## src/rtl/core/pmh_pkg.sv

```systemverilog
// shared types, constants and tables for the polyline midpoint and heading block
package pmh_pkg;

   // defaults for the top level parameters
   localparam int MAX_POINTS_DEF   = 1024;
   localparam int CORDIC_STEPS_DEF = 16;

   // fixed widths
   localparam int COORD_W = 32;
   localparam int SEG_W   = 33;   // floor sqrt of dx^2+dy^2 stays below 2^33
   localparam int DEN_W   = 34;   // doubled segment length
   localparam int LEN_W   = 48;   // running total of segment lengths
   localparam int SQ_W    = 66;   // sum of two squares
   localparam int FRAC_W  = 30;   // interpolation fraction bits
   localparam int DIFF_W  = 33;   // coordinate difference
   localparam int CRD_W   = 36;   // cordic x and y
   localparam int ANG_W   = 21;   // cordic angle, Q16 radians
   localparam int HEAD_W  = 16;

   localparam logic [15:0]         MIN_LEN_RESET = 16'd3;
   localparam logic [LEN_W-1:0]    LEN_MAX       = {LEN_W{1'b1}};
   localparam logic signed [ANG_W-1:0] PI_Q16    = 21'sd205887;
   localparam logic signed [HEAD_W-1:0] HEAD_LIMIT = 16'sd25736;

   // outcome codes
   localparam logic [1:0] OUT_FOUND     = 2'd0;
   localparam logic [1:0] OUT_SHORT     = 2'd1;
   localparam logic [1:0] OUT_EMPTY     = 2'd2;
   localparam logic [1:0] OUT_NOT_FOUND = 2'd3;

   typedef struct packed {
      logic signed [COORD_W-1:0] point_x;
      logic signed [COORD_W-1:0] point_y;
      logic signed [COORD_W-1:0] point_z;
      logic                      starts_line;
      logic                      point_present;
      logic                      set_end;
   } req_type;

   typedef struct packed {
      logic signed [COORD_W-1:0] middle_x;
      logic signed [COORD_W-1:0] middle_y;
      logic signed [COORD_W-1:0] middle_z;
      logic signed [HEAD_W-1:0]  heading;
      logic [1:0]                outcome;
      logic                      overflowed;
   } rsp_type;

   // one stored point with its incoming segment length
   typedef struct packed {
      logic signed [COORD_W-1:0] x;
      logic signed [COORD_W-1:0] y;
      logic signed [COORD_W-1:0] z;
      logic                      mark;
      logic [SEG_W-1:0]          len;
   } entry_type;

   // command into the shared root / divide unit
   typedef struct packed {
      logic start;
      logic is_div;
   } root_cmd_type;

   typedef enum logic [4:0] {
      ST_IDLE,
      ST_LOAD,
      ST_SQ_X,
      ST_SQ_Y,
      ST_ROOT,
      ST_ROOT_WAIT,
      ST_CHECK_END,
      ST_FIRST,
      ST_WALK_RD,
      ST_WALK_CHK,
      ST_DIV,
      ST_DIV_WAIT,
      ST_LERP_MUL,
      ST_LERP_ADD,
      ST_CORDIC,
      ST_CORDIC_WAIT,
      ST_EMIT
   } state_type;

   // atan(2^-i) in Q16 radians, zero past the table
   function automatic logic [ANG_W-1:0] atan_q16(input logic [5:0] idx);
      logic [ANG_W-1:0] val;
      unique case (idx)
         6'd0:    val = 21'd51472;
         6'd1:    val = 21'd30385;
         6'd2:    val = 21'd16055;
         6'd3:    val = 21'd8150;
         6'd4:    val = 21'd4091;
         6'd5:    val = 21'd2047;
         6'd6:    val = 21'd1024;
         6'd7:    val = 21'd512;
         6'd8:    val = 21'd256;
         6'd9:    val = 21'd128;
         6'd10:   val = 21'd64;
         6'd11:   val = 21'd32;
         6'd12:   val = 21'd16;
         6'd13:   val = 21'd8;
         6'd14:   val = 21'd4;
         6'd15:   val = 21'd2;
         6'd16:   val = 21'd1;
         default: val = '0;
      endcase
      return val;
   endfunction

endpackage

```

## src/rtl/core/pmh_root_div.sv

```systemverilog
// shared shift / compare / subtract unit: integer square root or fraction divide
module pmh_root_div (
   input  logic                        clock,
   input  logic                        reset,
   input  pmh_pkg::root_cmd_type       cmd,
   input  logic [pmh_pkg::SQ_W-1:0]    radicand,
   input  logic [pmh_pkg::DEN_W:0]     numer,
   input  logic [pmh_pkg::DEN_W-1:0]   den,
   output logic                        done,
   output logic [pmh_pkg::SEG_W-1:0]   result
);

   localparam int REM_W = 38;

   logic [REM_W-1:0]            rem_ff, rem_in;
   logic [pmh_pkg::SQ_W-1:0]    rad_ff, rad_in;
   logic [pmh_pkg::SEG_W-1:0]   res_ff, res_in;
   logic [pmh_pkg::DEN_W-1:0]   den_ff, den_in;
   logic [5:0]                  cnt_ff, cnt_in;
   logic                        div_ff, div_in;
   logic                        done_ff, done_in;
   logic [REM_W-1:0]            shifted;
   logic [REM_W-1:0]            trial;
   logic                        fits;

   // one digit step
   always_comb begin
      shifted = div_ff ? {rem_ff[REM_W-2:0], 1'b0}
                       : {rem_ff[REM_W-3:0], rad_ff[pmh_pkg::SQ_W-1 -: 2]};
      trial   = div_ff ? REM_W'(den_ff) : REM_W'({res_ff, 2'b01});
      fits    = (shifted >= trial);
   end

   // sequencing of the steps
   always_comb begin
      rem_in  = rem_ff;
      rad_in  = rad_ff;
      res_in  = res_ff;
      den_in  = den_ff;
      cnt_in  = cnt_ff;
      div_in  = div_ff;
      done_in = 1'b0;
      if (cmd.start) begin
         div_in = cmd.is_div;
         rad_in = radicand;
         den_in = den;
         res_in = '0;
         rem_in = cmd.is_div ? REM_W'(numer) : '0;
         cnt_in = cmd.is_div ? 6'(pmh_pkg::FRAC_W) : 6'(pmh_pkg::SEG_W);
      end else if (cnt_ff != '0) begin
         rem_in  = fits ? (shifted - trial) : shifted;
         res_in  = {res_ff[pmh_pkg::SEG_W-2:0], fits};
         rad_in  = {rad_ff[pmh_pkg::SQ_W-3:0], 2'b00};
         cnt_in  = cnt_ff - 6'd1;
         done_in = (cnt_ff == 6'd1);
      end
   end

   always_ff @(posedge clock) begin
      if (reset) begin
         cnt_ff  <= '0;
         done_ff <= 1'b0;
      end else begin
         cnt_ff  <= cnt_in;
         done_ff <= done_in;
      end
   end

   always_ff @(posedge clock) begin
      rem_ff <= rem_in;
      rad_ff <= rad_in;
      res_ff <= res_in;
      den_ff <= den_in;
      div_ff <= div_in;
   end

   assign done   = done_ff;
   assign result = res_ff;

endmodule

```

## config.mk

```make
export PLATFORM = sky130hd
export DESIGN_NAME = pmh_root_div
export DESIGN_NICKNAME = d
export VERILOG_FILES = /design/src/rtl/core/pmh_pkg.sv /design/src/rtl/core/pmh_root_div.sv
export SDC_FILE = /design/constraint.sdc
export NUM_CORES = 1
export LEC_CHECK = 0
export ABC_AREA = 1
export BUFFER_PORTS_ARGS = -buffer_cell sky130_fd_sc_hd__buf_2
export CORE_ASPECT_RATIO = 0.9
export CORE_MARGIN = 5
export CORE_UTILIZATION = 34
export CTS_BUF_LIST = sky130_fd_sc_hd__clkbuf_4
export DETAILED_ROUTE_END_ITERATION = 6
export PLACE_DENSITY = 0.62
export SYNTH_ARGS = -nofsm -noshare
export SYNTH_HDL_FRONTEND = slang
export SYNTH_SLANG_ARGS = --single-unit
```

## constraint.sdc

```tcl
create_clock -name clock -period 4.9 [get_ports clock]
set_input_delay 0.49 -clock clock [delete_from_list [all_inputs] [get_ports clock]]
set_output_delay 0.49 -clock clock [all_outputs]
set_load 0.03 [all_outputs]
```

# ---- Word level (Yosys, flattened, before mapping)
# Index checks and enable logic that the tools add are counted.
dict set report classes {
  add_sub_neg 2
  magnitude_cmp 1
  n_eq_ne 1
  n_mux 11
  n_bitwise 1
  reduce_logical 3
}
# cell n
set ops {}
lappend ops {{2-to-1 mux 66 bit} 2}
lappend ops {{2-to-1 mux 37 bit} 3}
lappend ops {{2-to-1 mux 35 bit} 2}
lappend ops {{>= comparator 38 x 35 -> 1 bit} 1}
lappend ops {{2-to-1 mux 38 bit} 1}
lappend ops {{subtractor 37 x 35 -> 37 bit} 1}
lappend ops {{2-to-1 mux 6 bit} 3}
lappend ops {{equality test 6 x 1 -> 1 bit (second input constant)} 1}
lappend ops {{nonzero test 6 bit} 1}
lappend ops {{subtractor 6 x 1 -> 6 bit (second input constant)} 1}
lappend ops {{OR reduction 3 bit} 1}
lappend ops {{nonzero test 2 bit} 1}
lappend ops {{inverter 1 bit} 1}
dict set report word_totals {
  regBits 178
  input_bits 139
}

# ---- Depth between registers and ports, before layout
dict set report depth {
  word_depth 5
  ltp_mapped 22
}

# ---- Worst setup path before layout
# Ideal clock, no wire load.
dict set report synth_path {
  path_kind {input port to flip-flop}
  start {input cmd[1] (netlist name)}
  end {register rad_ff[0] (netlist name) (enable)}
  arrival_time_ns 3.977
  t_required_ns 4.392
  slack_ns 0.415
  path_stages 4
  n_path_buf 2
  path_cell_list {clkbuf_1 -> nor2_1 -> clkinv_1 -> clkbuf_1}
}
dict set report synth_via {
  elab_chain_cells 1
}
# item line_no
set synth_rtl {}
lappend synth_rtl {{start, declared} pmh_root_div.sv:5} ;# input pmh_pkg::root_cmd_type cmd,
lappend synth_rtl {{nonzero test 2 bit (no source line)} --}
lappend synth_rtl {{end signal, assigned} pmh_root_div.sv:71} ;# rad_ff <= rad_in;
lappend synth_rtl {{end, declared} pmh_root_div.sv:16} ;# logic [pmh_pkg::SQ_W-1:0] rad_ff, rad_in;
# Every way passes these cells.
# A chain may end at the register's enable or synchronous reset.

# ---- Worst setup path in the final report
dict set report layout_path {
  start {register div_ff}
  end {register rem_ff[28] (data pin)}
}
dict set report layout_via {
  elab_chain_cells 5
  word_cells_on_any_way 7
}
# item line_no
set layout_rtl {}
lappend layout_rtl {{start, declared} pmh_root_div.sv:20} ;# logic div_ff, div_in;
lappend layout_rtl {{start signal, assigned} pmh_root_div.sv:74} ;# div_ff <= div_in;
lappend layout_rtl {{2-to-1 mux 38 bit or 2-to-1 mux 35 bit (tied branches)} {pmh_root_div.sv:28, pmh_root_div.sv:30}}
lappend layout_rtl {{subtractor 37 x 35 -> 37 bit or >= comparator 38 x 35 -> 1 bit (tied branches)} {pmh_root_div.sv:51, pmh_root_div.sv:31}}
lappend layout_rtl {{2-to-1 mux 37 bit (*)} pmh_root_div.sv:51} ;# rem_in = fits ? (shifted - trial) : shifted;
lappend layout_rtl {{2-to-1 mux 37 bit (*)} pmh_root_div.sv:50} ;# end else if (cnt_ff != '0) begin
lappend layout_rtl {{2-to-1 mux 37 bit (*)} pmh_root_div.sv:43} ;# if (cmd.start) begin
lappend layout_rtl {{net rem_in[28]} pmh_root_div.sv:15} ;# logic [REM_W-1:0] rem_ff, rem_in;
lappend layout_rtl {{end signal, assigned} pmh_root_div.sv:70} ;# rem_ff <= rem_in;
lappend layout_rtl {{end, declared} pmh_root_div.sv:15}
# Mark *: on every way through the listed nets, which the timed path passes. The rest lies on a longest branch. The select of a mux whose other input is x is not followed.

==> results by group <==
Status
  – Outcome: finished, final reports clean

Route
  – Vias per cell: 4.714
  – Initial drt markers: approximately 640
  – Via count: a little under 10000
  – Routed WL: 32750 µm
  – Drt wl/cell: between 15 and 20 µm
  – Drt drc: 0
  – First-pass DRT Iterations: 6
  – Antenna Violating Nets Remaining: 0

Timing
  – Max Slew Vio Count: 0
  – Setup slack after layout: approximately 1.3 ns
  – Slew HR: around 17%
  – Slew @ Worst Pin: 1.237 ns
  – Period minus WS final: 3.562 ns
  – Tcrit/Tclk final: between 70 and 80%
  – Setup TNS: 0 ns
  – Setup-failing EPs final: 0
  – RSZ-0062 raised after global routing: false
  – Clock skew: 0.04876 ns
  – Fin. Hold Viols: 0
  – Fmax: 0.2807 GHz

Placement
  – Setup WS pre-CTS: 1.424 ns
  – Dpl cells: between 2000 and 2500
  – IO Port Bufs: roughly 170
  – DP HPWL: between 20000 and 30000 µm
  – GP Congestion: roughly 0.96

Floorplanning
  – Die width: ~200 µm
  – FP Rows: 62
  – Initial Utilization: between 30% and 40%
  – IO Count: roughly 170
  – Die area: between 30000 and 40000 µm²
  – Core Footprint: ~32000 µm²
  – Die height: 180.5 µm

Worst setup path
  – Kind of critical path: reg2reg
  – RR Startpoint: div_ff
  – Critical Path Sink Type: register
  – Setup slack, reg-to-reg: 1.34 ns
  – Crit path cell chain: inv_2 > buf_4 > o21ai_0 > ha_1 > nand2_1 > inv_1 > nand2_1 > nor2_1 > nand3_1 > nor2_2 > nor2_4 > nand2_4 > nor2_8 > nand2_1 > nand3_1 > nand2_1
  – R2r endpoint: rem_ff[28]
  – CP Max Fanout: 54
  – Most Frequent Cell on Critical Path: nand2_1
  – Startpoint types: register
  – Worst Path Buf+Inv: 3
  – Crit path arrival time: about 3.9 ns
  – CP delay by family, top: simple AND/OR/NAND/NOR gates
  – Crit path required time: ~5.3 ns
  – Critical-path top delay cell: o21ai_0
  – Crit-path max cell delay: about 0.67 ns
  – Reg2reg path depth: 16

Pwr
  – Leak: ~6.4 nW
  – VDD IR max: 173.4 µV
  – Design Power: a little under 6 mW
  – Power Density: 473.3 nW/µm²

Synthesis
  – Mapped Cells: 1504
  – Synth unique cells: 38
  – Register bit count reported by yosys: 178
  – Yosys warnings: 0
  – Seq/Total Area, Yosys: between 40% and 50%
  – Synthesized Nets: approximately 1700
  – Syn Area/Cell: between 7 and 8 µm²
  – Mapped Area: 10980 µm²

Run
  – Max Cap Violations: 0

Finish
  – Core Util, Final: 39.47%
  – Share of post-route cells with drive strength above 1: between 15 and 20%
  – NumNets Final: 1838
  – Finished Layout Cells: about 2100
  – Area Overhead vs Synth: 14.64%

Global route
  – Antenna violations before repair: 9
  – Largest net degree at the start of global routing: 106
  – Number of global-route vias before repair: about 9700
  – Aggregate global-route resource usage: 17.99%
  – First-pass GRT wire length: between 50000 and 60000 µm
  – Grt total ovfl: 0

CTS
  – CTS Sinks: ~180
  – Max Buffers Root-to-Sink: 2
  – CTS tree: built
  – Root Driver: clkbuf_4
  – Skew-Pair Late Insertion Delay: 0.60 ns
  – Post-CTS setup buffer count: 0
  – Clk pin slew, worst setup/hold paths: approximately 0.19 ns
  – H-tree Lvls: 4
  – CTS Buf Count: 17

Worst hold path
  – Worst Hold Class: in2reg
  – Hold EP: den_ff[32]
  – WHS Path Cells: 1
  – Worst hold start: den[32]
sequential cells by signal (all words and copies together) (netlist names):
register and flops:
cnt_ff 6, den_ff 34, div_ff 1, done 1, rad_ff 66, rem_ff 37, result 33
Yosys cell counts:
cell type	n	share of area [%]
nand2_1	626	21
inv_1	223	7.6
edfxtp_1	138	38
o21ai_0	79	3.6
nand3_1	78	3.6
nor2_1	65	2.2
dfxtp_1	40	7.3
clkbuf_1	39	1.3
ha_1	37	4.2
or2_2	36	2.1
a21oi_1	33	1.5
o22ai_1	32	1.8
xnor2_1	15	1.2
nand4_1	11	0.63
buf_6	6	0.62
nor3_1	6	0.27
nor2_2	5	0.28
o21bai_1	4	0.27
xor2_1	4	0.32
buf_1	3	0.10
clkinv_1	2	0.068
inv_2	2	0.068
nand2_2	2	0.11
nand3_2	2	0.18
nand3b_1	2	0.14
nor4_1	2	0.11
a211oi_1	1	0.068
a211oi_2	1	0.11
a21o_1	1	0.068
a31oi_1	1	0.057
and2_0	1	0.057
buf_4	1	0.068
fa_1	1	0.18
nand2_4	1	0.10
nand3_4	1	0.16
nor2_4	1	0.10
nor2_8	1	0.18
o21a_1	1	0.068
cells by family after synthesis:
| kind of cell | share of synthesized area (%) |
|---|---|
| compound gates | 7.580 |
| fa+ha+maj | 4.400 |
| flops | 45.05 |
| simple gates | 31.57 |
| buf+inv | 9.883 |
| xor+xnor | 1.516 |
layout make-up:
cell class | count | area, µm²
fillers | 3434 | 19300
multi-input cells | 1050 | 4947
flip-flops and latches | 178 | 4945
repair buffers | 187 | 993.5
inverters | 227 | 854.6
well taps | 416 | 520.5
clock inverters | 15 | 190.2
clock buffers | 17 | 127.6
diodes | 2 | 5.005
through the flow:
stage,hold WS [ns],instance area [µm²]
after floorplan,0.4662,10980
after global placement,0.4805,12190
after detailed placement,0.4970,12190
after CTS,0.0008000,12530
after global routing,0.0008987,12580
final,0.06481,12580
what timing repair did:
action,4_1_cts,5_1_grt
endpoints found under the hold margin,2,5
hold buffers,2,5
setup endpoints to repair,0,0
resized for setup,0,0
routing by layer:
metal  global-route usage, %  vias to the layer above  part of all wire, %
li1                        -                     5067                    -
met5                       0                        -                 0.28
met1                   24.19                     4502                   46
met4                   3.314                       16                  1.2
met2                   29.03                      236                   46
met3                   5.459                       40                  6.4
where the power goes:
| part | switching [mW] | internal [mW] |
|---|---|---|
| Sequential | 0.118 | 2.00 |
| Clock | 0.665 | 0.253 |
| Combinational | 1.91 | 1.01 |
| Total | 2.69 | 3.26 |
cells in the final DEF (no fill, tap or decap), types with 6 or more instances in the layout:
master         instances
xnor2_1               15
o21ai_0               79
dlygate4sd3_1          7
nand4_1               11
nor2_1                65
o22ai_1               32
buf_2                171
edfxtp_1             138
inv_1                222
clkbuf_4              17
a21oi_1               33
dfxtp_1               40
or2_2                 36
nand3_1               78
ha_1                  37
nand2_1              626
nor3_1                 6
buf_4                  9
how the worst max path moves through the flow:
stage / startpoint / endpoint / depth (start not counted)
4_1_cts: div_ff / rem_ff[2] / 16
6_report: div_ff / rem_ff[28] / 16
5_1_grt: div_ff / rem_ff[3] / 17
2_1_floorplan: cmd[1] / rad_ff[0] / 4
3_5_place_dp: div_ff / rem_ff[24] / 16
3_3_place_gp: div_ff / rem_ff[32] / 16
(Power assumes the default switching activity.)
