<file path="src/rtl/core/pmh_pkg.sv">
// shared types, constants and tables for the polyline midpoint and heading block
package pmh_pkg;

   // defaults for the top level parameters
   localparam int MAX_POINTS_DEF   = 1024;
   localparam int CORDIC_STEPS_DEF = 16;

   // fixed widths
   localparam int COORD_W = 32;
   localparam int SEG_W   = 33;   // floor sqrt of dx^2+dy^2 stays below 2^33
   localparam int DEN_W   = 34;   // doubled segment length
   localparam int LEN_W   = 48;   // running total of segment lengths
   localparam int SQ_W    = 66;   // sum of two squares
   localparam int FRAC_W  = 30;   // interpolation fraction bits
   localparam int DIFF_W  = 33;   // coordinate difference
   localparam int CRD_W   = 36;   // cordic x and y
   localparam int ANG_W   = 21;   // cordic angle, Q16 radians
   localparam int HEAD_W  = 16;

   localparam logic [15:0]         MIN_LEN_RESET = 16'd3;
   localparam logic [LEN_W-1:0]    LEN_MAX       = {LEN_W{1'b1}};
   localparam logic signed [ANG_W-1:0] PI_Q16    = 21'sd205887;
   localparam logic signed [HEAD_W-1:0] HEAD_LIMIT = 16'sd25736;

   // outcome codes
   localparam logic [1:0] OUT_FOUND     = 2'd0;
   localparam logic [1:0] OUT_SHORT     = 2'd1;
   localparam logic [1:0] OUT_EMPTY     = 2'd2;
   localparam logic [1:0] OUT_NOT_FOUND = 2'd3;

   typedef struct packed {
      logic signed [COORD_W-1:0] point_x;
      logic signed [COORD_W-1:0] point_y;
      logic signed [COORD_W-1:0] point_z;
      logic                      starts_line;
      logic                      point_present;
      logic                      set_end;
   } req_type;

   typedef struct packed {
      logic signed [COORD_W-1:0] middle_x;
      logic signed [COORD_W-1:0] middle_y;
      logic signed [COORD_W-1:0] middle_z;
      logic signed [HEAD_W-1:0]  heading;
      logic [1:0]                outcome;
      logic                      overflowed;
   } rsp_type;

   // one stored point with its incoming segment length
   typedef struct packed {
      logic signed [COORD_W-1:0] x;
      logic signed [COORD_W-1:0] y;
      logic signed [COORD_W-1:0] z;
      logic                      mark;
      logic [SEG_W-1:0]          len;
   } entry_type;

   // command into the shared root / divide unit
   typedef struct packed {
      logic start;
      logic is_div;
   } root_cmd_type;

   typedef enum logic [4:0] {
      ST_IDLE,
      ST_LOAD,
      ST_SQ_X,
      ST_SQ_Y,
      ST_ROOT,
      ST_ROOT_WAIT,
      ST_CHECK_END,
      ST_FIRST,
      ST_WALK_RD,
      ST_WALK_CHK,
      ST_DIV,
      ST_DIV_WAIT,
      ST_LERP_MUL,
      ST_LERP_ADD,
      ST_CORDIC,
      ST_CORDIC_WAIT,
      ST_EMIT
   } state_type;

   // atan(2^-i) in Q16 radians, zero past the table
   function automatic logic [ANG_W-1:0] atan_q16(input logic [5:0] idx);
      logic [ANG_W-1:0] val;
      unique case (idx)
         6'd0:    val = 21'd51472;
         6'd1:    val = 21'd30385;
         6'd2:    val = 21'd16055;
         6'd3:    val = 21'd8150;
         6'd4:    val = 21'd4091;
         6'd5:    val = 21'd2047;
         6'd6:    val = 21'd1024;
         6'd7:    val = 21'd512;
         6'd8:    val = 21'd256;
         6'd9:    val = 21'd128;
         6'd10:   val = 21'd64;
         6'd11:   val = 21'd32;
         6'd12:   val = 21'd16;
         6'd13:   val = 21'd8;
         6'd14:   val = 21'd4;
         6'd15:   val = 21'd2;
         6'd16:   val = 21'd1;
         default: val = '0;
      endcase
      return val;
   endfunction

endpackage

</file>
<file path="src/rtl/core/pmh_cordic.sv">
// iterative cordic vectoring for the segment heading
module pmh_cordic #(
   parameter int CORDIC_STEPS = pmh_pkg::CORDIC_STEPS_DEF
) (
   input  logic                                clock,
   input  logic                                reset,
   input  logic                                start,
   input  logic signed [pmh_pkg::DIFF_W-1:0]   dx,
   input  logic signed [pmh_pkg::DIFF_W-1:0]   dy,
   output logic                                done,
   output logic signed [pmh_pkg::HEAD_W-1:0]   heading
);

   localparam int STEP_W = $clog2(CORDIC_STEPS);

   logic signed [pmh_pkg::CRD_W-1:0] x_ff, x_in, y_ff, y_in, xs, ys;
   logic signed [pmh_pkg::ANG_W-1:0] z_ff, z_in, ang;
   logic [STEP_W-1:0]                step_ff, step_in;
   logic                             busy_ff, busy_in;
   logic                             done_ff, done_in;
   logic signed [pmh_pkg::ANG_W:0]   zr;
   logic signed [pmh_pkg::ANG_W-3:0] zs;

   // one rotation step
   always_comb begin
      xs  = x_ff >>> step_ff;
      ys  = y_ff >>> step_ff;
      ang = $signed(pmh_pkg::atan_q16(6'(step_ff)));
   end

   always_comb begin
      x_in    = x_ff;
      y_in    = y_ff;
      z_in    = z_ff;
      step_in = step_ff;
      busy_in = busy_ff;
      done_in = 1'b0;
      if (start) begin
         step_in = '0;
         busy_in = 1'b1;
         if (dx < 0) begin
            x_in = -pmh_pkg::CRD_W'(dx);
            y_in = -pmh_pkg::CRD_W'(dy);
            z_in = (dy >= 0) ? pmh_pkg::PI_Q16 : -pmh_pkg::PI_Q16;
         end else begin
            x_in = pmh_pkg::CRD_W'(dx);
            y_in = pmh_pkg::CRD_W'(dy);
            z_in = '0;
         end
      end else if (busy_ff) begin
         if (y_ff >= 0) begin
            x_in = x_ff + ys;
            y_in = y_ff - xs;
            z_in = z_ff + ang;
         end else begin
            x_in = x_ff - ys;
            y_in = y_ff + xs;
            z_in = z_ff - ang;
         end
         step_in = step_ff + STEP_W'(1);
         if (step_ff == STEP_W'(CORDIC_STEPS - 1)) begin
            busy_in = 1'b0;
            done_in = 1'b1;
         end
      end
   end

   always_ff @(posedge clock) begin
      if (reset) begin
         busy_ff <= 1'b0;
         done_ff <= 1'b0;
      end else begin
         busy_ff <= busy_in;
         done_ff <= done_in;
      end
   end

   always_ff @(posedge clock) begin
      x_ff    <= x_in;
      y_ff    <= y_in;
      z_ff    <= z_in;
      step_ff <= step_in;
   end

   // round to Q3.13 and clamp
   always_comb begin
      zr = (pmh_pkg::ANG_W+1)'(z_ff) + 22'sd4;
      zs = zr[pmh_pkg::ANG_W:3];
      if (zs > (pmh_pkg::ANG_W-2)'(pmh_pkg::HEAD_LIMIT)) begin
         heading = pmh_pkg::HEAD_LIMIT;
      end else if (zs < -(pmh_pkg::ANG_W-2)'(pmh_pkg::HEAD_LIMIT)) begin
         heading = -pmh_pkg::HEAD_LIMIT;
      end else begin
         heading = zs[pmh_pkg::HEAD_W-1:0];
      end
   end

   assign done = done_ff;

endmodule

</file>
<file path="config.mk">
export PLATFORM = sky130hd
export DESIGN_NAME = pmh_cordic
export DESIGN_NICKNAME = d
export VERILOG_FILES = /design/src/rtl/core/pmh_pkg.sv /design/src/rtl/core/pmh_cordic.sv
export SDC_FILE = /design/constraint.sdc
export NUM_CORES = 1
export LEC_CHECK = 0
export CORE_ASPECT_RATIO = 1.2
export CORE_MARGIN = 5
export CORE_UTILIZATION = 46
export CTS_CLUSTER_DIAMETER = 30
export CTS_CLUSTER_SIZE = 40
export DETAILED_ROUTE_END_ITERATION = 16
export DONT_BUFFER_PORTS = 1
export PLACE_DENSITY_LB_ADDON = 0.15
export SETUP_SLACK_MARGIN = 0.2
export SYNTH_ARGS = -nofsm -noshare
export SYNTH_HDL_FRONTEND = slang
export SYNTH_SLANG_ARGS = --single-unit
</file>
<file path="constraint.sdc">
create_clock -name clock -period 8.35 [get_ports clock]
set_input_delay 0.835 -clock clock [delete_from_list [all_inputs] [get_ports clock]]
set_output_delay 0.835 -clock clock [all_outputs]
set_load 0.05 [all_outputs]
</file>
Word-level counts from Yosys, hierarchy flattened
Memory sizes are Yosys's and may differ from the RTL's. A register that Yosys moved wholly into a read port is not among the register bits.
Index checks and enable logic that the tools add are counted.
{ "word_totals": {"output_inout_bits": 17, "elab_cells": 49, "register_bits": 99, "romBits": 256, "mem_count": 1, "input_bits": 69} }
{ "mem_list": {"columns": ["memory", "depth", "word_bits", "rd", "rd_ports_with_merged_regs", "wr", "line_no", "source"], "rows": [
  ["(no name shown)", 16, 16, 1, 1, 0, "pmh_pkg.sv:87", "unique case (idx)"]
]} }
{ "classes": {"add_sub_neg": 10, "muxes": 21, "shift": 2, "order_cmp": 5, "reduce_logical": 2, "n_eq_ne": 1, "bitwise": 1} }
{ "ops": {"columns": ["op", "count"], "rows": [
  ["two-way mux 36 bit", 8],
  ["two-way mux 21 bit", 5],
  ["adder 36 bit", 2],
  ["negation 33 -> 36 bit", 2],
  [">>> shifter 36 x 4 -> 36 bit", 2],
  ["subtractor 36 bit", 2],
  [">= comparator 36 x 1 -> 1 bit (second input constant)", 1],
  [">= comparator 33 x 1 -> 1 bit (second input constant)", 1],
  ["less-than comparator 33 x 1 -> 1 bit (second input constant)", 1],
  ["two-way mux 16 bit", 2],
  ["adder 21 x 4 -> 22 bit (second input constant)", 1],
  ["adder 21 bit", 1],
  ["subtractor 21 bit", 1],
  ["> comparator 19 x 16 -> 1 bit (second input constant)", 1],
  ["less-than comparator 19 x 16 -> 1 bit (second input constant)", 1],
  ["two-way mux 4 bit", 2],
  ["adder 4 x 1 -> 4 bit (second input constant)", 1],
  ["equality test 4 bit (second input constant)", 1],
  ["two-way mux 1 bit", 4],
  ["OR reduction 3 bit", 1],
  ["nonzero test 2 bit", 1],
  ["NOT 1 bit", 1]
]} }

Longest topological paths before layout
Gate-level depths: netlist of the first run.
{ "logic_depth": {"ltp_word": 5, "ltp_mapped": 29, "ltp_nobuf": 25} }

Worst setup path after synthesis of the first run
No wires, ideal clock.
{ "synth_path": {"path_type": "reg-to-reg", "startpoint": "register step_ff[3]", "endpoint": "register y_ff[32] in the netlist's numbering, data pin", "slack_ns": 2.270, "period_less_slack_ns": 6.080, "n_path_buf": 7, "setup_time_ns": 0.270, "arrival_time_ns": 5.810, "required_ns": 8.080, "path_stages_with_launch": 26, "cell_sequence": "dfxtp_1 > clkbuf_1 > buf_4 > clkbuf_1 > clkbuf_1 > clkbuf_1 > clkbuf_1 > buf_1 > a21o_1 > ha_1 > o21ai_0 > or2b_1 > or3_4 > or2_2 > nand2_1 > xnor2_1 > ha_1 > a21o_1 > a21oi_1 > nand3_1 > o31ai_1 > nor4_1 > o41a_1 > mux2i_1 > xor2_1 > a21oi_1"} }
{ "synth_between": {"elab_chain_len": 5, "word_cells_on_any_way": 6, "cone_classes": "add/sub (2); shift (1); mux (3)"} }
{ "synth_lines": {"columns": ["item", "line_no", "source"], "rows": [
  ["start, declared", "pmh_cordic.sv:18", "logic [STEP_W-1:0] step_ff, step_in;"],
  ["start signal, assigned", "pmh_cordic.sv:82", "step_ff <= step_in;"],
  [">>> shifter 36 x 4 -> 36 bit (*)", "pmh_cordic.sv:26", "xs = x_ff >>> step_ff;"],
  ["adder 36 bit / subtractor 36 bit (equally long branches)", "pmh_cordic.sv:57, pmh_cordic.sv:53", null],
  ["two-way mux 36 bit (*)", "pmh_cordic.sv:51", "if (y_ff >= 0) begin"],
  ["two-way mux 36 bit (*)", "pmh_cordic.sv:50", "end else if (busy_ff) begin"],
  ["two-way mux 36 bit (*)", "pmh_cordic.sv:38", "if (start) begin"],
  ["net y_in (one bit)", "pmh_cordic.sv:16", "logic signed [pmh_pkg::CRD_W-1:0] x_ff, x_in, y_ff, y_in, xs, ys;"],
  ["end signal, assigned", "pmh_cordic.sv:80", "y_ff <= y_in;"],
  ["end, declared", "pmh_cordic.sv:16", null]
]} }
Mark *: on every way through the listed nets, which the timed path passes. The rest lies on a longest branch. The select of a mux whose other input is x is not followed.
A chain may end at the register's enable or synchronous reset.

Final worst setup path of the first run
{ "layout_path": {"startpoint": "register step_ff[1]", "endpoint": "register x_ff[35] in the netlist's numbering, data pin"} }
{ "layout_between": {"elab_chain_len": 5, "word_cells_on_any_way": 6, "cone_classes": "add/sub (2); shift (1); mux (3)"} }
{ "layout_lines": {"columns": ["item", "line_no", "source"], "rows": [
  [">>> shifter 36 x 4 -> 36 bit (*)", "pmh_cordic.sv:27", "ys = y_ff >>> step_ff;"],
  ["subtractor 36 bit / adder 36 bit (equally long branches)", "pmh_cordic.sv:56, pmh_cordic.sv:52", null],
  ["two-way mux 36 bit (*)", "pmh_cordic.sv:51", null],
  ["two-way mux 36 bit (*)", "pmh_cordic.sv:50", null],
  ["two-way mux 36 bit (*)", "pmh_cordic.sv:38", null],
  ["net x_in (one bit)", "pmh_cordic.sv:16", null],
  ["end signal, assigned", "pmh_cordic.sv:79", "x_ff <= x_in;"],
  ["end, declared", "pmh_cordic.sv:16", null]
]} }
Marked as above.

==> results of run 1 <==
[registers in the layout (all words and copies together) (netlist names)]
| name | count |
|---|---|
| x_ff | 36 |
| y_ff | 36 |
| z_ff | 21 |
| ang | 16 |
| step_ff | 4 |
| busy_ff | 1 |
| done | 1 |
[routing by layer]
layer	global-route usage (%)	vias to the layer above	share of wire, %
met3	3.20	82	5.2
met4	8.68	0	2.9
met2	44.2	461	49
met5	0	-	0
li1	-	7332	-
met1	33.1	7346	43
[worst register-to-register path: stages (launching register included)]
cell      delay [ns]
dfxtp_4         0.86
buf_4           0.50
nor2_1          0.28
a22oi_1         0.30
nand2_1         0.14
o21bai_1        0.20
ha_1            0.25
a21bo_2         0.26
or3_1           0.44
nor2_2          0.36
nand4_1         0.29
o21ai_0         0.27
xnor2_1         0.12
ha_1            0.39
a21o_1          0.23
a21o_1          0.18
a21o_1          0.19
a21o_1          0.18
a21o_1          0.19
a221o_1         0.34
nor3_1          0.14
a21oi_1         0.10
xnor3_1         0.19
and2_1          0.16
[layout by cell type, fill, tap and decap left out, types with 6 or more instances in the layout]
cell       instances
or3_1             17
xor2_1            86
mux4_1            15
nand3_1           53
mux2_2            27
or4_1             11
nor3_1            25
mux2i_1           65
buf_4             15
nor3b_1            8
a21o_1            53
dfxtp_1           18
o22ai_1            7
a21oi_1          156
nor2b_1           19
and3_1            17
nor2_1           123
a31o_2             6
nand2_1          256
and4_1             7
ha_1             106
a31oi_1           21
xnor2_1          143
inv_1             43
edfxtp_1          93
o21ai_0          178
and2_1            12
nor4_1            11
a211oi_1          16
o41ai_1           11
o21a_1            12
o31ai_1           36
o211ai_1          15
nand4_1           11
mux4_2            54
nand2b_1          25
or2_2             21
nand3b_1           8
clkbuf_16         19
o21bai_1          16
[cell families (layout without fill, tap and decap cells)]
logic type	count (synthesis)	after routing	synth area share [%]
xor+xnor	231	231	12.2
buf+inv	156	95	4.37
mux	161	161	15.3
other cells	0	1	0
flops	115	115	19.3
compound gates	590	590	22.0
simple gates	642	642	18.4
fa+ha+maj	109	109	8.29
[area by class of cell]
class | count | area (um^2)
fill | 3514 | 18500
clock inverter | 10 | 73.8
sequential | 115 | 3250
inverter | 48 | 180
clock buffer | 22 | 487
multi-input combinational | 1733 | 12800
timing repair buffer | 15 | 113
antenna | 1 | 2.50
tap | 468 | 586
[per-stage QoR]
step,worst slack [ns],hold slack (ns)
after floorplan,2.27,0.531
after global routing,1.16,0.432
after CTS,1.62,0.427
after global placement,1.68,0.588
after detailed placement,1.68,0.610
final,1.54,0.437
[worst min-delay path by stage]
| stage | start | to | slack, ns |
|---|---|---|---|
| 2_1_floorplan | busy_ff$_SDFF_PP0_ | done$_SDFF_PP0_ | 0.53 |
| 3_3_place_gp | busy_ff$_SDFF_PP0_ | busy_ff$_SDFF_PP0_ | 0.59 |
| 3_5_place_dp | busy_ff$_SDFF_PP0_ | busy_ff$_SDFF_PP0_ | 0.61 |
| 4_1_cts | reset | busy_ff$_SDFF_PP0_ | 0.43 |
| 5_1_grt | reset | busy_ff$_SDFF_PP0_ | 0.43 |
| 6_report | reset | busy_ff$_SDFF_PP0_ | 0.44 |
==> results.py, run 1 <==
metrics = {
    "run_status": {
        "outcome": "completed",
    },
    "place": {
        "place_hpwl_um": 39900,
        "gp_congestion": 0.947,
        "dp_cells": 2379,
        "dpl-instance-area_um2": 16900,
        "port_buffers": 0,
    },
    "routing": {
        "vias": 15200,
        "drt_wl_total_um": 51700,
        "drtAntennaViolNets": 0,
        "drt_iter0_drc": 1058,
        "drc": 0,
        "wl_per_cell_um": 21.4,
        "drtPass1Iterations": 8,
        "via_per_inst": 6.31,
    },
    "critical_path": {
        "crit_path_start": "step_ff[1]$_SDFFE_PP0P_",
        "crit_cells": 23,
        "crit_arrival_ns": 7.01,
        "crit_top_cell": "a21o_1",
        "worst_r2r_path_depth": 23,
        "start_kind": "register",
        "rrSetupSlack_ns": 1.54,
        "worstSetupEndpointType": "register",
        "path_buf_inv": 1,
        "r2r_start": "step_ff[1]$_SDFFE_PP0P_",
        "crit_path_cell_trace": "buf_4 -> nor2_1 -> a22oi_1 -> nand2_1 -> o21bai_1 -> ha_1 -> a21bo_2 -> or3_1 -> nor2_2 -> nand4_1 -> o21ai_0 -> xnor2_1 -> ha_1 -> a21o_1 -> a21o_1 -> a21o_1 -> a21o_1 -> a21o_1 -> a221o_1 -> nor3_1 -> a21oi_1 -> xnor3_1 -> and2_1",
        "cp_top_family": "compound AO/OA/AOI/OAI gates",
        "critPathSlowestCell": "dfxtp_4",
        "cp_max_fo": 52,
        "crit_type": "reg2reg",
        "endpoint": "x_ff[35]$_DFFE_PP_",
        "timing.rr.end": "x_ff[35]$_DFFE_PP_",
        "cp_data_required_time_ns": 8.55,
        "slowest_delay_ns": 0.86,
    },
    "synth": {
        "synthFlopType": "edfxtp_1",
        "synth_edf_count": 93,
        "synthTopCellsByArea": "edfxtp_1 (17%), ha_1 (7.9%), xnor2_1 (7.5%)",
        "yosys-top-cells-count": "nand2_1 (256), o21ai_0 (179), a21oi_1 (156)",
        "synthCells": 2004,
        "syn_nets": 2182,
        "yosysUniqueCellTypes": 88,
        "ys_seq_elements": 115,
        "avgSynthCellArea_um2": 8.34,
        "synthesis.area_um2": 16700,
        "synthArstFlopShare_pct": 0,
        "yosys_warnings": 0,
        "synth_most_common_cell": "nand2_1",
        "synth_top_cell_area_share_pct": 16.7,
        "synth.largest_area_cell": "edfxtp_1",
        "ys_seq_area_share_pct": 19.3,
    },
    "finish": {
        "design_area_um2": 17400,
        "syn2layout_area_growth_pct": 4.34,
        "final_util_pct": 48.5,
        "fin_cells": 2412,
        "drive_above_1_share_pct": 8.90,
        "nets": 2108,
    },
    "sta": {
        "setup_viol": 0,
        "rsz0062_at_grt": "no",
        "tns_ns": 0,
        "clock_skew_ns": 0.0163,
        "hold_viol": 0,
        "fmax_mhz": 147,
        "slew_headroom_pct": 30.2,
        "worstMarginPinSlew_ns": 1.05,
        "period_minus_slack_ns": 6.81,
        "post-route-period-util_pct": 81.6,
        "maxSlewViolCount": 0,
    },
    "clocking": {
        "ctsHoldBuffers": 0,
        "clock-sinks": 115,
        "worstSkewPairLatency_ns": 0.46,
        "post_cts_buffers": 0,
        "cts_tree": "built",
        "ctsHtreeMaxLevel": 4,
        "clockRootBuffer": "clkbuf_16",
        "post_cts_resized": 0,
        "cts_buffers": 17,
        "cts_buffer_depth": 2,
        "path_clk_slew_ns": 0.07,
    },
    "job": {
        "max_cap_viol_count": 0,
    },
    "floorplan": {
        "num_io_pins": 86,
        "rows": 76,
        "initial_utilization_pct": 46.5,
        "die_w_um": 184,
        "core_area_um2": 35900,
        "dieArea_um2": 40300,
        "die_h_um": 219,
    },
    "grt": {
        "grt_pass1_vias": 14800,
        "grt_remaining_overflow": 0,
        "grt.total_usage_pct": 25.6,
        "antenna_found_initial": 1,
        "grt_pass1_wl_um": 82000,
        "grt_max_degree": 128,
    },
    "min_path": {
        "hold_depth": 1,
        "min_path_type": "in2reg",
    },
}
Power of run 1 is left out: the tool's default activity adds up to more than one toggle a clock period on the data nets, which glitch-free logic cannot reach.
==> run 2: changes to the inputs <==
==> constraint.sdc (replaced) <==
create_clock -name clock -period 6.3 [get_ports clock]
set_input_delay 0.63 -clock clock [delete_from_list [all_inputs] [get_ports clock]]
set_output_delay 0.63 -clock clock [all_outputs]
set_load 0.05 [all_outputs]
==> run 2 against run 1 <==
Net effect:
- worst setup slack worse by 1.0 ns
- cell count rose by 2.1%
- first-iteration DRC count rose by 6.3%
==> results.py, run 2 (same netlist as run 1, synthesis figures left out) <==
metrics = {
    "clocking": {
        "ctsHtreeMaxLevel": 4,
        "clockRootBuffer": "clkbuf_16",
        "ctsHoldBuffers": 0,
        "path_clk_slew_ns": 0.06,
        "clock-sinks": 115,
        "worstSkewPairLatency_ns": 0.45,
        "cts_buffers": 17,
        "cts_buffer_depth": 2,
        "cts_tree": "built",
    },
    "critical_path": {
        "rrSetupSlack_ns": 0.50,
        "crit_top_cell": "nand2_1",
        "crit_type": "reg2reg",
        "cp_data_required_time_ns": 6.49,
        "critPathSlowestCell": "edfxtp_1",
        "crit_path_cell_trace": "buf_4 -> mux4_2 -> mux2i_1 -> nand4b_1 -> a21oi_2 -> or2b_1 -> or3_4 -> or2_2 -> nand2_1 -> xnor2_1 -> ha_1 -> and3_1 -> nand4_1 -> nor3_2 -> o311ai_2 -> nand2_1 -> nor2_1 -> o311ai_1 -> a21oi_1 -> xor2_1 -> o21ai_0",
        "timing.rr.end": "y_ff[27]$_DFFE_PP_",
        "start_kind": "register",
        "worst_r2r_path_depth": 21,
        "slowest_delay_ns": 0.54,
        "worstSetupEndpointType": "register",
        "cp_max_fo": 5,
        "cp_top_family": "simple AND/OR/NAND/NOR gates",
        "crit_arrival_ns": 5.99,
        "path_buf_inv": 1,
        "r2r_start": "x_ff[20]$_DFFE_PP_",
    },
    "routing": {
        "drt_iter0_drc": 1125,
        "drc": 0,
        "drtPass1Iterations": 5,
        "wl_per_cell_um": 21.5,
        "drtAntennaViolNets": 0,
        "drt_wl_total_um": 52800,
        "via_per_inst": 6.28,
        "vias": 15500,
    },
    "place": {
        "dp_cells": 2421,
        "place_hpwl_um": 40600,
        "gp_congestion": 0.984,
        "port_buffers": 0,
    },
    "sta": {
        "slew_headroom_pct": 30.9,
        "worstMarginPinSlew_ns": 1.04,
        "post-route-period-util_pct": 92.1,
        "clock_skew_ns": 0.0141,
        "maxSlewViolCount": 0,
        "fmax_mhz": 172,
        "setup_viol": 0,
        "rsz0062_at_grt": "yes",
        "period_minus_slack_ns": 5.80,
        "hold_viol": 0,
    },
    "finish": {
        "syn2layout_area_growth_pct": 7.75,
        "top_regs": "x_ff (36), y_ff (36), z_ff (21)",
        "nets": 2159,
        "final_cell_mix": "nand2_1 (256), o21ai_0 (178), a21oi_1 (154)",
        "drive_above_1_share_pct": 11.9,
        "fillers": 3468,
        "layout_commonest_cell": "nand2_1",
        "fin_cells": 2462,
        "final_util_pct": 50.1,
        "diodes": 0,
    },
    "floorplan": {
        "die_h_um": 219,
        "rows": 76,
        "num_io_pins": 86,
        "initial_utilization_pct": 46.5,
        "core_area_um2": 35900,
        "dieArea_um2": 40300,
        "die_w_um": 184,
    },
    "grt": {
        "antenna_found_initial": 0,
        "grt_remaining_overflow": 0,
        "grt_pass1_vias": 14900,
        "grt.total_usage_pct": 25.9,
        "grt_pass1_wl_um": 82300,
        "grt_max_degree": 128,
    },
    "min_path": {
        "hold_end": "busy_ff$_SDFF_PP0_",
        "min_path_type": "in2reg",
        "hold_depth": 1,
        "hold_start": "reset",
    },
    "job": {
        "max_cap_viol_count": 0,
    },
    "run_status": {
        "outcome": "completed",
    },
}
run 2: worst max-delay path by stage:
stage,from,to,slack (ns),depth (start not counted)
final,x_ff[20]$_DFFE_PP_,y_ff[27]$_DFFE_PP_,0.50,21
after global routing,step_ff[0]$_SDFFE_PP0P_,x_ff[34]$_DFFE_PP_,0.18,26
after CTS,step_ff[1]$_SDFFE_PP0P_,x_ff[23]$_DFFE_PP_,0.22,22
after detailed placement,step_ff[1]$_SDFFE_PP0P_,y_ff[29]$_DFFE_PP_,-0.12,21
after global placement,step_ff[1]$_SDFFE_PP0P_,y_ff[29]$_DFFE_PP_,-0.12,21
after floorplan,step_ff[3]$_SDFFE_PP0P_,y_ff[32]$_DFFE_PP_,0.22,25
run 2: routing by layer:
| metal | wire [um] | part of all wire (%) | track usage [%] |
|---|---|---|---|
| met2 | 25900 | 49 | 44.7 |
| met5 | 0 | 0 | 0 |
| met1 | 22200 | 42 | 33.4 |
| met3 | 2920 | 5.5 | 2.77 |
| met4 | 1860 | 3.5 | 9.64 |
run 2: area by class of cell:
type / instances / area, um^2 / share of cell area, %
inverters: 48 / 180 / 1.00
well taps: 468 / 586 / 3.25
clock buffers: 23 / 510 / 2.83
repair buffers: 66 / 606 / 3.36
flip-flops and latches: 115 / 3250 / 18.0
multi-input cells: 1733 / 12800 / 71.1
clock inverters: 9 / 70.1 / 0.389
run 2: metrics by stage:
step                      hold WS [ns]  area (um^2)  worst slack, ns  TNS, ns
final                            0.245        18000            0.497        0
after detailed placement         0.594        17200           -0.120   -0.209
after floorplan                  0.531        16700            0.220        0
after global routing             0.239        18000            0.179        0
after CTS                        0.232        17800            0.224        0
after global placement           0.584        17200           -0.123   -0.228
run 2: timing repair:
item,4_1_cts,5_1_grt
setup endpoints to repair,7,20
pin swaps,0,1
gates resized for setup,3,14
gates cloned,0,1
buffers inserted,1,7
Power of run 2 is left out for the same reason.
